### src/rtl/fwir_pkg.sv
// ----------------------------------------------------------------------------
// fwir_pkg
// shared types and constants of the fifo with indexed remove
// ----------------------------------------------------------------------------
package fwir_pkg;

   localparam int DEPTH_DEF      = 16;
   localparam int DATA_WIDTH_DEF = 32;

   localparam int CMD_W   = 3;
   localparam int VALUE_W = 32;
   localparam int POS_W   = 5;
   localparam int COUNT_W = 5;

   typedef enum logic [CMD_W-1:0] {
      CMD_ENQ    = 3'd0,
      CMD_DEQ    = 3'd1,
      CMD_PEEK   = 3'd2,
      CMD_REMOVE = 3'd3,
      CMD_READ   = 3'd4,
      CMD_COUNT  = 3'd5
   } cmd_type;

   // controller to datapath
   typedef struct packed {
      logic capture;
      logic push;
      logic remove;
      logic use_head;
      logic load;
   } dp_cmd_type;

   // datapath to controller
   typedef struct packed {
      logic empty;
      logic full;
      logic pos_valid;
   } dp_status_type;

endpackage

### src/rtl/fwir_datapath.sv
// ----------------------------------------------------------------------------
// fwir_datapath
// shifting cell chain, entry count and result data register
// ----------------------------------------------------------------------------
module fwir_datapath #(
   parameter int DEPTH      = fwir_pkg::DEPTH_DEF,
   parameter int DATA_WIDTH = fwir_pkg::DATA_WIDTH_DEF
) (
   input  logic                            clock,
   input  logic                            reset,
   input  fwir_pkg::dp_cmd_type            cmd,
   input  logic [fwir_pkg::VALUE_W-1:0]    value,
   input  logic [fwir_pkg::POS_W-1:0]      position,
   output fwir_pkg::dp_status_type         status,
   output logic [fwir_pkg::VALUE_W-1:0]    data,
   output logic [fwir_pkg::COUNT_W-1:0]    count
);
   import fwir_pkg::*;

   localparam int CNT_W = $clog2(DEPTH + 1);
   localparam int IDX_W = $clog2(DEPTH);
   localparam int CMP_W = ((CNT_W > POS_W) ? CNT_W : POS_W) + 1;

   logic [DATA_WIDTH-1:0] cells_ff [DEPTH];
   logic [CNT_W-1:0]      count_ff;
   logic [CNT_W-1:0]      count_in;
   logic [VALUE_W-1:0]    data_ff;
   logic [VALUE_W-1:0]    data_in;

   logic [POS_W-1:0]      pos_m1;
   logic [IDX_W-1:0]      idx;
   logic [DATA_WIDTH-1:0] rd_word;
   logic [DATA_WIDTH-1:0] wr_word;
   logic [VALUE_W-1:0]    rd_ext;

   assign pos_m1  = position - POS_W'(1);
   assign idx     = cmd.use_head ? '0 : IDX_W'(pos_m1);
   assign rd_word = cells_ff[idx];

   generate
      if (DATA_WIDTH >= VALUE_W) begin : g_wide
         assign rd_ext  = rd_word[VALUE_W-1:0];
         assign wr_word = DATA_WIDTH'(value);
      end else begin : g_narrow
         assign rd_ext  = VALUE_W'(rd_word);
         assign wr_word = value[DATA_WIDTH-1:0];
      end
   endgenerate

   assign status.empty     = (count_ff == '0);
   assign status.full      = (count_ff == CNT_W'(DEPTH));
   assign status.pos_valid = (position != '0) &&
                             (CMP_W'(position) <= CMP_W'(count_ff));

   always_comb begin
      count_in = count_ff;
      if (cmd.push) begin
         count_in = count_ff + CNT_W'(1);
      end else if (cmd.remove) begin
         count_in = count_ff - CNT_W'(1);
      end
      data_in = data_ff;
      if (cmd.capture) begin
         data_in = cmd.load ? rd_ext : '0;
      end
   end

   always_ff @(posedge clock) begin
      if (reset) begin
         count_ff <= '0;
      end else begin
         count_ff <= count_in;
      end
      data_ff <= data_in;
   end

   // cell chain: each cell loads the word behind it or the incoming word
   always_ff @(posedge clock) begin
      for (int i = 0; i < DEPTH; i++) begin
         if (cmd.push && (CNT_W'(i) == count_ff)) begin
            cells_ff[i] <= wr_word;
         end else if (cmd.remove && (i < DEPTH - 1) && (IDX_W'(i) >= idx)) begin
            cells_ff[i] <= cells_ff[(i < DEPTH - 1) ? i + 1 : i];
         end
      end
   end

   assign data  = data_ff;
   assign count = COUNT_W'(count_ff);

endmodule

### src/rtl/fwir_ctrl.sv
// ----------------------------------------------------------------------------
// fwir_ctrl
// command decode, handshake and result strobe
// ----------------------------------------------------------------------------
module fwir_ctrl (
   input  logic                          clock,
   input  logic                          reset,
   input  logic                          start,
   input  logic [fwir_pkg::CMD_W-1:0]    command,
   input  fwir_pkg::dp_status_type       status,
   output fwir_pkg::dp_cmd_type          cmd,
   output logic                          busy,
   output logic                          rsp_valid,
   output logic                          rsp_ok
);
   import fwir_pkg::*;

   logic busy_ff;
   logic valid_ff;
   logic ok_ff;
   logic accept;
   logic ok_in;

   assign accept = start && !busy_ff;

   always_comb begin
      cmd         = '0;
      ok_in       = 1'b0;
      cmd.capture = accept;
      case (cmd_type'(command))
         CMD_ENQ: begin
            ok_in    = !status.full;
            cmd.push = accept && ok_in;
         end
         CMD_DEQ: begin
            ok_in        = !status.empty;
            cmd.use_head = 1'b1;
            cmd.remove   = accept && ok_in;
            cmd.load     = ok_in;
         end
         CMD_PEEK: begin
            ok_in        = !status.empty;
            cmd.use_head = 1'b1;
            cmd.load     = ok_in;
         end
         CMD_REMOVE: begin
            ok_in      = status.pos_valid;
            cmd.remove = accept && ok_in;
            cmd.load   = ok_in;
         end
         CMD_READ: begin
            ok_in    = status.pos_valid;
            cmd.load = ok_in;
         end
         CMD_COUNT: begin
            ok_in = 1'b1;
         end
         default: begin
            ok_in = 1'b0;
         end
      endcase
   end

   always_ff @(posedge clock) begin
      if (reset) begin
         busy_ff  <= 1'b1;
         valid_ff <= 1'b0;
         ok_ff    <= 1'b0;
      end else begin
         busy_ff  <= 1'b0;
         valid_ff <= accept;
         ok_ff    <= accept && ok_in;
      end
   end

   assign busy      = busy_ff;
   assign rsp_valid = valid_ff;
   assign rsp_ok    = ok_ff;

endmodule

### src/rtl/fifo_with_indexed_remove.sv
// ----------------------------------------------------------------------------
// fifo_with_indexed_remove
// bounded fifo of data words with remove and read at a 1-based position
// ----------------------------------------------------------------------------
// One command transaction is taken per clock cycle while busy is low; busy is
// high during reset and for the first cycle after it. The result is registered
// and follows in the cycle after acceptance; it is shown for exactly that cycle
// with rsp_valid; the receiver cannot stall it, so it must take every result as
// it comes. The rate is set by the shifting cell chain, which closes the gap
// left by a remove in the same cycle. No clearing pass runs after reset:
// entries beyond the count are never returned.
module fifo_with_indexed_remove #(
   parameter int DEPTH      = fwir_pkg::DEPTH_DEF,
   parameter int DATA_WIDTH = fwir_pkg::DATA_WIDTH_DEF
) (
   input  logic                                  clock,
   input  logic                                  reset,
   input  logic                                  start,
   output logic                                  busy,
   input  logic        [fwir_pkg::CMD_W-1:0]     req_command,
   input  logic signed [fwir_pkg::VALUE_W-1:0]   req_value,
   input  logic        [fwir_pkg::POS_W-1:0]     req_position,
   output logic                                  rsp_valid,
   output logic                                  rsp_ok,
   output logic signed [fwir_pkg::VALUE_W-1:0]   rsp_data,
   output logic        [fwir_pkg::COUNT_W-1:0]   rsp_count
);
   import fwir_pkg::*;

   dp_cmd_type          cmd;
   dp_status_type       status;
   logic [VALUE_W-1:0]  data;

   fwir_ctrl u_ctrl (
      .clock     (clock),
      .reset     (reset),
      .start     (start),
      .command   (req_command),
      .status    (status),
      .cmd       (cmd),
      .busy      (busy),
      .rsp_valid (rsp_valid),
      .rsp_ok    (rsp_ok)
   );

   fwir_datapath #(
      .DEPTH      (DEPTH),
      .DATA_WIDTH (DATA_WIDTH)
   ) u_datapath (
      .clock    (clock),
      .reset    (reset),
      .cmd      (cmd),
      .value    (req_value),
      .position (req_position),
      .status   (status),
      .data     (data),
      .count    (rsp_count)
   );

   assign rsp_data = $signed(data);

endmodule

### config.mk
export PLATFORM = sky130hd
export DESIGN_NAME = fifo_with_indexed_remove
export DESIGN_NICKNAME = d
export VERILOG_FILES = /design/src/rtl/fwir_pkg.sv /design/src/rtl/fwir_datapath.sv /design/src/rtl/fwir_ctrl.sv /design/src/rtl/fifo_with_indexed_remove.sv
export SDC_FILE = /design/constraint.sdc
export NUM_CORES = 1
export LEC_CHECK = 0
export BUFFER_PORTS_ARGS = -buffer_cell sky130_fd_sc_hd__buf_2
export CORE_ASPECT_RATIO = 1.5
export CORE_MARGIN = 5
export CORE_UTILIZATION = 50
export DETAILED_ROUTE_END_ITERATION = 12
export GPL_ROUTABILITY_DRIVEN = 1
export PLACE_DENSITY = 0.69
export SETUP_SLACK_MARGIN = 0.1
export SYNTH_ARGS = -nofsm -noshare
export SYNTH_HDL_FRONTEND = slang
export SYNTH_HIERARCHICAL = 1
export SYNTH_SLANG_ARGS = --single-unit
### constraint.sdc
create_clock -name clock -period 4.94 [get_ports clock]
set_input_delay 0.247 -clock clock [delete_from_list [all_inputs] [get_ports clock]]
set_output_delay 0.247 -clock clock [all_outputs]
set_load 0.05 [all_outputs]
Yosys cells after proc, flatten, opt, wreduce, memory -nomap -nowiden
Memory sizes are Yosys's and may differ from the RTL's. A register that Yosys moved wholly into a read port is not among the register bits.
Index checks and enable logic that the tools add are counted.
{ "totals": {"reg_bits": 8, "ram_bits": 512, "inputBits": 43, "out_inout_bits": 40, "elab_cells": 212, "mem_count": 1} }
{ "mem_list": {"columns": ["memory", "words", "width", "rd", "rd_ports_with_merged_regs", "write_ports", "line", "text"], "rows": [
  ["u_datapath.cells_ff", 16, 32, 16, 1, 15, "fwir_datapath.sv:24", "logic [DATA_WIDTH-1:0] cells_ff [DEPTH];"]
]} }
{ "classes": {"addsub": 3, "order_cmp": 16, "eq_ne": 21, "mux": 104, "n_bitwise": 15, "n_reduce_logical": 48} }
{ "op_table": {"columns": ["operator", "count"], "rows": [
  ["$mux 32", 16],
  ["$mux 1", 81],
  ["$eq 4x5->1 const A", 8],
  ["$logic_and 1x1->1", 37],
  ["$reduce_or 32->1", 1],
  ["$ge 4x4->1 const A", 7],
  ["$eq 3x5->1 const A", 4],
  ["$ge 3x4->1 const A", 4],
  ["$or 1x1->1", 15],
  ["$eq 2x5->1 const A", 2],
  ["$mux 5", 2],
  ["$ge 1x4->1 const A", 2],
  ["$ge 2x4->1 const A", 2],
  ["$mux 4", 2],
  ["$eq 3x2->1 const B", 2],
  ["$eq 3x3->1 const B", 2],
  ["$add 5x1->5 const B", 1],
  ["$eq 1x5->1 const A", 1],
  ["$eq 5x5->1 const B", 1],
  ["$le 5x5->1", 1],
  ["$logic_not 5->1", 1],
  ["$reduce_bool 5->1", 1],
  ["$sub 5x1->5 const B", 1],
  ["$logic_not 1->1", 4],
  ["7 further kinds", 9]
]} }

Logic depth before layout (Yosys ltp)
Gate-level depths: netlist of run 1.
{ "logic_depth": {"ltp_word": 11, "mapped_depth": 19} }

Hierarchy
Netlist of run 1, hierarchy kept.
{ "by_module_without_submodules": {"columns": ["mod", "instances", "cells_each", "area_each_um2", "seq_area_each_um2"], "rows": [
  ["fwir_datapath", 1, 1976, 28118.2, 16435.8],
  ["fwir_ctrl", 1, 24, 196.4, 60.1]
]} }

Worst setup path after synthesis of run 1
OpenSTA, ideal clock, no wires.
{ "synth_path": {"kind": "register to register", "startpoint": "register u_datapath.count_ff[1], in the netlist u_datapath/count[1]", "endpoint": "memory u_datapath/cells_ff[1][0] (netlist bit) (enable)", "arrival_ps": 5062, "slack_ps": -587, "path_stages_with_launch": 14, "path_buffers": 0, "cell_sequence": "dfxtp_1 > inv_1 > ha_1 > nor2b_1 > o21ai_0 > nand2b_1 > a211oi_1 > o32a_1 > inv_1 > mux2i_1 > and4_1 > o21a_1 > nand2_1 > o21ai_0"} }
{ "synth_lines": {"columns": ["element", "line", "text"], "rows": [
  ["start, declared", "fwir_datapath.sv:25", "logic [CNT_W-1:0] count_ff;"],
  ["start signal, assigned", "fwir_datapath.sv:72", "count_ff <= count_in;"],
  ["end, declared", "fwir_datapath.sv:24", null]
]} }

==> results of run 1 <==
## cell type report
class / instances / area (sq um)
diodes: 1 / 2.50
clock buffers: 61 / 1310
clock inverters: 32 / 295
fillers: 4493 / 24500
inverters: 11 / 41.3
multi-input cells: 1252 / 11200
flip-flops and latches: 552 / 16500
well taps: 756 / 946
repair buffers: 151 / 1200
## critical path, stage by stage (launching register included)
cell and delay, ns:
dfxtp_1 0.46, inv_1 0.15, ha_1 0.31, nor2b_1 0.13, o21ai_0 0.16, nand2b_1 0.08
a211oi_1 0.23, o32a_1 0.21, inv_1 0.05, mux2i_1 0.23, and4_2 0.51, nand2_2 0.37
nor3b_4 0.26, buf_4 0.56, mux2_2 0.41
## timing repair
action                                  CTS  global route
hold buffers                              4             0
endpoints found under the setup margin    0            16
resized for setup                         0             1
endpoints found under the hold margin    10             0
## synthesized netlist by cell type (all sizes together) (7+ instances only)
cell type / n / area (sq um)
clkbuf: 113 / 424
a311oi: 64 / 561
edfxtp: 544 / 16300
mux2: 535 / 6250
xnor2: 7 / 61.3
o22ai: 95 / 594
o21ai: 11 / 55.1
dfxtp: 8 / 160
mux2i: 14 / 140
nand3: 10 / 50.1
a211oi: 93 / 698
o32ai: 28 / 245
nand2: 168 / 633
ha: 12 / 150
nor2: 27 / 101
buf: 72 / 394
nor2b: 68 / 425
o41a: 27 / 304
nor3: 34 / 170
inv: 10 / 37.5
## worst min path at each step
stage,startpoint,endpoint,slack [ns],depth (start not counted)
4_1_cts,req_value[16],u_datapath/cells_ff[15][16],0.008,1
3_5_place_dp,reset,u_ctrl/busy,0.47,1
6_report,req_value[0],u_datapath/cells_ff[15][0],0.03,1
2_1_floorplan,reset,u_ctrl/busy,0.27,0
3_3_place_gp,reset,u_ctrl/busy,0.46,1
5_1_grt,req_value[22],u_datapath/cells_ff[15][22],0.03,1
## state kept, by name, summed over array words and instances (netlist names)
name                 cells
u_ctrl/rsp_ok            1
u_datapath/count         5
u_ctrl/busy              1
u_ctrl/rsp_valid         1
u_datapath/cells_ff    512
u_datapath/data         32
## power by group through the flow
stage               clock, mW  sequential (mW)  combinational, mW
CTS                      4.01             5.25               1.16
floorplan                   0             5.40              0.705
detailed placement          0             5.35               1.15
finish                   3.94             5.25               1.18
global placement            0             5.35               1.13
global route             4.18             5.25               1.23
## kinds of logic (layout without fill, tap and decap cells)
group | Yosys count | in the layout | share of synthesized area
DFF | 552 | 552 | 0.583
muxes | 549 | 549 | 0.226
AOI/OAI and AO/OA | 350 | 350 | 0.0979
and+or+nand+nor | 334 | 334 | 0.0560
buffers and inverters | 196 | 255 | 0.0304
adders and majority gates | 12 | 12 | 0.00530
xor gates and xnor gates | 7 | 7 | 0.00217
other | 0 | 1 | 0
## through the flow
step | utilization | hold slack (ns) | worst slack (ns)
after floorplan | - | 0.275 | -0.587
after global placement | 0.533 | 0.462 | 0.495
after detailed placement | 0.533 | 0.466 | 0.422
after CTS | 0.563 | 0.00803 | 0.378
after global routing | 0.563 | 0.0331 | 0.343
final | 0.563 | 0.0320 | 0.539
## layer usage
layer | up-vias | share of wire | GRT usage
met3 | 251 | 0.080 | 0.0370
met2 | 1029 | 0.49 | 0.470
met4 | 4 | 0.053 | 0.125
li1 | 7971 | - | -
met5 | - | 0.00039 | 0
met1 | 9548 | 0.37 | 0.344
## cells in the final DEF (no fill, tap or decap), drive strengths merged, types with 27 or more instances in the layout
| cell type | Yosys | layout |
|---|---|---|
| nor2 | 27 | 27 |
| o22ai | 95 | 95 |
| a311oi | 64 | 64 |
| clkbuf | 113 | 62 |
| a211oi | 93 | 93 |
| edfxtp | 544 | 544 |
| buf | 72 | 146 |
| nor2b | 68 | 68 |
| o41a | 27 | 27 |
| nor3 | 34 | 34 |
| nand2 | 168 | 168 |
| mux2 | 535 | 535 |
| o32ai | 28 | 28 |
==> flow_metrics.env, run 1 <==
export IMPL_outcome="finished clean"
export IMPL_power_frac_comb=0.114
export IMPL_synth_cell_type_count=61
export IMPL_cp_startpoint="u_datapath/count[1]"
export IMPL_grt_start_max_net_pins=163
export IMPL_ctsLongestPathBuffers=3
export IMPL_vdd_drop_max_mv=0.249
export IMPL_yosysWarnings=6
export IMPL_clk_latency_ns=0.61
export IMPL_fp_dieW_um=204
export IMPL_syn_area_sq_um=28300
export IMPL_cts_tree="done"
export IMPL_period_needed_ns=4.40
export IMPL_wirelength_mm=86.5
export IMPL_htree_levels=2
export IMPL_rr_worst_depth=14
export IMPL_p_sw_frac=0.251
export IMPL_place_congestion=0.846
export IMPL_synth_ff_latch_count=552
export IMPL_powerDensity_nw_per_um2=330
export IMPL_syn_area_per_cell_sq_um=14.2
export IMPL_vias_per_cell=6.68
export IMPL_floorplan_initialDensity=0.506
export IMPL_power_frac_clock=0.380
export IMPL_vias=18800
export IMPL_start_kind="flip-flop"
export IMPL_endpoint="u_datapath/cells_ff[5][27]"
export IMPL_dp_cells=2718
export IMPL_path_clk_slew_ns=0.07
export IMPL_syn2layout_area_growth_pct=11.2
export IMPL_tns_ns=0
export IMPL_synthesis_nets=2055
export IMPL_io_buffers=82
export IMPL_fmax_ghz=0.227
export IMPL_rsz0062_at_grt="no"
export IMPL_pin_count=83
export IMPL_worstMarginPinSlew_ns=1.05
export IMPL_drtPass1Iterations=8
export IMPL_layout_nets=2074
export IMPL_seq_area_frac_synth=0.583
export IMPL_synthArstFlopShare=0
export IMPL_reg2reg_slack_ns=0.54
export IMPL_postRouteAntennaNets=0
export IMPL_stdcell_count=2816
export IMPL_hpwl_mm=50.6
export IMPL_worstPathArrival_ns=4.74
export IMPL_core_sq_um=56000
export IMPL_finalMaxSlewViolations=0
export IMPL_hold_viol=0
export IMPL_rows=106
export IMPL_ys_flop_type="edfxtp_1"
export IMPL_clock_skew_ns=0.0219
export IMPL_grt_pass1_vias=19100
export IMPL_die_h_um=301
export IMPL_cts_sinks=552
export IMPL_placed_area_sq_um=29800
export IMPL_syn_instance_count=2000
export IMPL_crit_type="reg2reg"
export IMPL_seqPwrFrac=0.506
export IMPL_synth_edf_count=544
export IMPL_grt_pass1_wl_mm=127
export IMPL_cts_buffers=51
export IMPL_finalSetupViolCount=0
export IMPL_holdCritPathClass="in2reg"
export IMPL_drt_iter0_drc=1732
export IMPL_cts_root_buffer="clkbuf_16"
export IMPL_intPower_mw=7.78
export IMPL_worstReg2RegEnd="u_datapath/cells_ff[5][27]"
export IMPL_grt_usage=0.273
export IMPL_layout_drive_gt1_share=0.371
export IMPL_dieArea_sq_um=61600
export IMPL_antenna_found_initial=5
export IMPL_relSlewSlack=0.297
export IMPL_power_mw=10.4
export IMPL_wire_per_inst_um=30.7
export IMPL_drc=0
export IMPL_post_cts_buffers=0
export IMPL_required_ns=5.28
export IMPL_cp_end_kind="flip-flop"
export IMPL_p_leak_nw=10.3
export IMPL_timing_rr_start="u_datapath/count[1]"
export IMPL_finalInstanceArea_sq_um=31500
export IMPL_grt_overflow_total=0
export IMPL_max_cap_violations=0
export IMPL_period_share=0.891
export IMPL_cp_max_fo=32
export IMPL_power_switching_mw=2.60
Power figures use the tool's default switching activity.
==> inputs of run 2 (changes only) <==
Settings changed: ABC_AREA from default to 1.
==> run 2 against run 1 <==
Synthesized cell count grew 84%; global-route usage decreased by 4.6 points; combinational power barely moved; final area increased by 2.3%; worst setup slack gained 0.27 ns; fmax up 6.6%; register-to-register slack improved by 0.27 ns; routed wire length shrank 14%; sequential share of layout area shrank 1.2 points; largest cell class unchanged; highest routed layer is now met4.
==> flow_metrics.env, run 2 <==
export IMPL_clk_latency_ns=0.59
export IMPL_whs_endpoint="u_datapath/cells_ff[15][24]"
export IMPL_place_congestion=0.850
export IMPL_vias_per_cell=5.25
export IMPL_drc=0
export IMPL_die_h_um=309
export IMPL_syn_area_per_cell_sq_um=8.06
export IMPL_largest_reg_flops=512
export IMPL_hpwl_mm=50.4
export IMPL_path_clk_slew_ns=0.06
export IMPL_rsz0062_at_grt="no"
export IMPL_critPathBufInv=5
export IMPL_cts_resized=0
export IMPL_grtUsageMet3=0.0213
export IMPL_synthArstFlopShare=0
export IMPL_cpMaxStageDelayCell="nand2_1"
export IMPL_intPower_mw=7.83
export IMPL_grt_pass1_vias=22500
export IMPL_ys_flop_type="edfxtp_1"
export IMPL_period_share=0.836
export IMPL_grt_usage=0.228
export IMPL_fp_dieW_um=209
export IMPL_cts_tree="done"
export IMPL_worstPathCellList="inv_1 -> ha_1 -> inv_1 -> o21bai_1 -> a21oi_1 -> o21ai_0 -> a21oi_1 -> o21ai_1 -> nor4_2 -> buf_4 -> nand2_2 -> inv_1 -> nand2_1 -> nor2_2 -> buf_4 -> nand2_1 -> nand2_1 -> nand2_1"
export IMPL_use_met2=0.416
export IMPL_synth_ff_latch_count=552
export IMPL_postRouteAntennaNets=0
export IMPL_synth_cell_type_count=34
export IMPL_period_needed_ns=4.13
export IMPL_syn_instance_count=3689
export IMPL_relSlewSlack=0.200
export IMPL_wirelength_mm=74.8
export IMPL_drtPass1Iterations=7
export IMPL_antenna_found_initial=4
export IMPL_crit_type="reg2reg"
export IMPL_layout_drive_gt1_share=0.0660
export IMPL_fmax_ghz=0.242
export IMPL_hold_depth=1
export IMPL_yosys_area_top_type="edfxtp_1"
export IMPL_p_sw_frac=0.254
export IMPL_vias=23300
export IMPL_cp_end_kind="flip-flop"
export IMPL_grtUsageMet1=0.290
export IMPL_htree_levels=2
export IMPL_drt_iter0_drc=1561
export IMPL_reg2reg_slack_ns=0.81
export IMPL_busiest_layer="met2"
export IMPL_worstMarginPinSlew_ns=1.20
export IMPL_holdCritPathClass="in2reg"
export IMPL_wire_per_inst_um=16.8
export IMPL_critPathMostFrequentCell="nand2_1"
export IMPL_core_sq_um=58900
export IMPL_seqPwrFrac=0.500
export IMPL_start_kind="flip-flop"
export IMPL_floorplan_initialDensity=0.505
export IMPL_synth_top_cells_by_count="nand2_1 (1,303), edfxtp_1 (544), nand3_1 (432)"
export IMPL_holdWs_ns=0.0955
export IMPL_final_common_cell="nand2_1"
export IMPL_power_switching_mw=2.66
export IMPL_cts_root_buffer="clkbuf_16"
export IMPL_power_frac_clock=0.384
export IMPL_worstReg2RegEnd="u_datapath/cells_ff[2][13]"
export IMPL_cts_buffers=54
export IMPL_required_ns=5.28
export IMPL_finalMaxSlewViolations=0
export IMPL_synth_area_top_cells="edfxtp_1 (55%), nand2_1 (16%), nand3_1 (7.3%)"
export IMPL_vdd_drop_max_mv=0.274
export IMPL_grt_start_max_net_pins=165
export IMPL_outcome="finished clean"
export IMPL_regMostFlops="u_datapath/cells_ff"
export IMPL_worstPathArrival_ns=4.47
export IMPL_synth_most_common_cell="nand2_1"
export IMPL_cp_max_fo=33
export IMPL_cp_top_family="simple AND/OR/NAND/NOR gates"
export IMPL_crit_cells=18
export IMPL_layout_nets=3682
export IMPL_timing_rr_start="u_datapath/count[1]"
export IMPL_clock_skew_ns=0.0174
export IMPL_finalSetupViolCount=0
export IMPL_powerDensity_nw_per_um2=326
export IMPL_holdCritStartpoint="req_value[24]"
export IMPL_hold_viol=0
export IMPL_syn2layout_area_growth_pct=8.32
export IMPL_synthesis_nets=3744
export IMPL_grt_overflow_total=0
export IMPL_dieArea_sq_um=64600
export IMPL_max_cap_violations=0
export IMPL_rr_worst_depth=18
export IMPL_final_cell_mix="nand2_1 (1,302), edfxtp_1 (544), nand3_1 (429)"
export IMPL_netlist_area_leader_share=0.549
export IMPL_synth_edf_count=544
export IMPL_yosysWarnings=6
export IMPL_tns_ns=0
export IMPL_rows=109
export IMPL_pin_count=83
export IMPL_syn_area_sq_um=29700
export IMPL_cts_sinks=552
export IMPL_p_leak_nw=14.8
export IMPL_power_frac_comb=0.116
export IMPL_ctsLongestPathBuffers=3
export IMPL_seq_area_frac_synth=0.555
export IMPL_io_buffers=82
export IMPL_slowest_delay_ns=0.78
export IMPL_grt_pass1_wl_mm=122
[run 2: per-stage QoR]
step	cell area (sq um)	power [mW]	util	worst slack (ns)	instances
2_1_floorplan	29800	6.17	-	0.110	3689
3_3_place_gp	30500	6.52	0.518	0.897	4346
3_5_place_dp	30500	6.55	0.518	0.792	4346
4_1_cts	32200	10.6	0.547	0.813	4441
5_1_grt	32200	10.9	0.547	0.313	4441
6_report	32200	10.5	0.547	0.812	4442
[run 2: how the worst max path moves through the flow]
stage / from / endpoint / slack (ns)
2_1_floorplan: u_datapath/count[1] / u_datapath/cells_ff[10][0] / 0.11
3_3_place_gp: req_position[0] / u_datapath/cells_ff[2][31] / 0.90
3_5_place_dp: req_position[0] / u_datapath/cells_ff[2][14] / 0.79
4_1_cts: u_datapath/count[1] / u_datapath/cells_ff[2][16] / 0.81
5_1_grt: u_datapath/count[1] / u_datapath/cells_ff[2][19] / 0.31
6_report: u_datapath/count[1] / u_datapath/cells_ff[2][13] / 0.81
[run 2: timing repair]
item | CTS | global route
setup buffers | 0 | 0
hold endpoints to repair | 7 | 0
hold buffers | 2 | 0
[run 2: cell type report]
| cell class | instances | area, sq um |
|---|---|---|
| Fill cell | 5452 | 26700 |
| Sequential cell | 552 | 16500 |
| Multi-Input combinational cell | 2496 | 10800 |
| Inverter | 390 | 1470 |
| Clock buffer | 65 | 1410 |
| Tap cell | 777 | 972 |
| Timing Repair Buffer | 133 | 851 |
| Clock inverter | 28 | 256 |
| Antenna cell | 1 | 2.50 |
[run 2: cell families after synthesis]
family | Yosys count | share of synthesized area
AND/OR/NAND/NOR | 2073 | 0.284
flip-flops | 552 | 0.555
adder cells (fa/ha/maj) | 12 | 0.00505
XOR/XNOR | 1 | 0.000294
buffers and inverters | 641 | 0.0868
AO/OA/AOI/OAI | 410 | 0.0698
[run 2: power by group through the flow]
stage	sequential (mW)	clock [mW]	combinational [mW]
6_report	5.24	4.03	1.21
5_1_grt	5.25	4.31	1.36
4_1_cts	5.24	4.12	1.21
3_5_place_dp	5.34	0	1.20
3_3_place_gp	5.34	0	1.18
2_1_floorplan	5.40	0	0.770
[run 2: per-layer routing]
layer  vias to the layer above  part of all wire
li1                      11800                 -
met5                         -                 0
met4                         0             0.026
met1                     10800              0.42
met3                       101             0.049
met2                       606              0.51
[run 2: worst register-to-register path, delay by kind of cell (launching register included)]
family | cells | cell delay [ns]
AO/OA/AOI/OAI | 5 | 0.57
adder cells (fa/ha/maj) | 1 | 0.29
buffers and inverters | 5 | 0.91
flip-flops | 1 | 0.41
AND/OR/NAND/NOR | 7 | 1.69
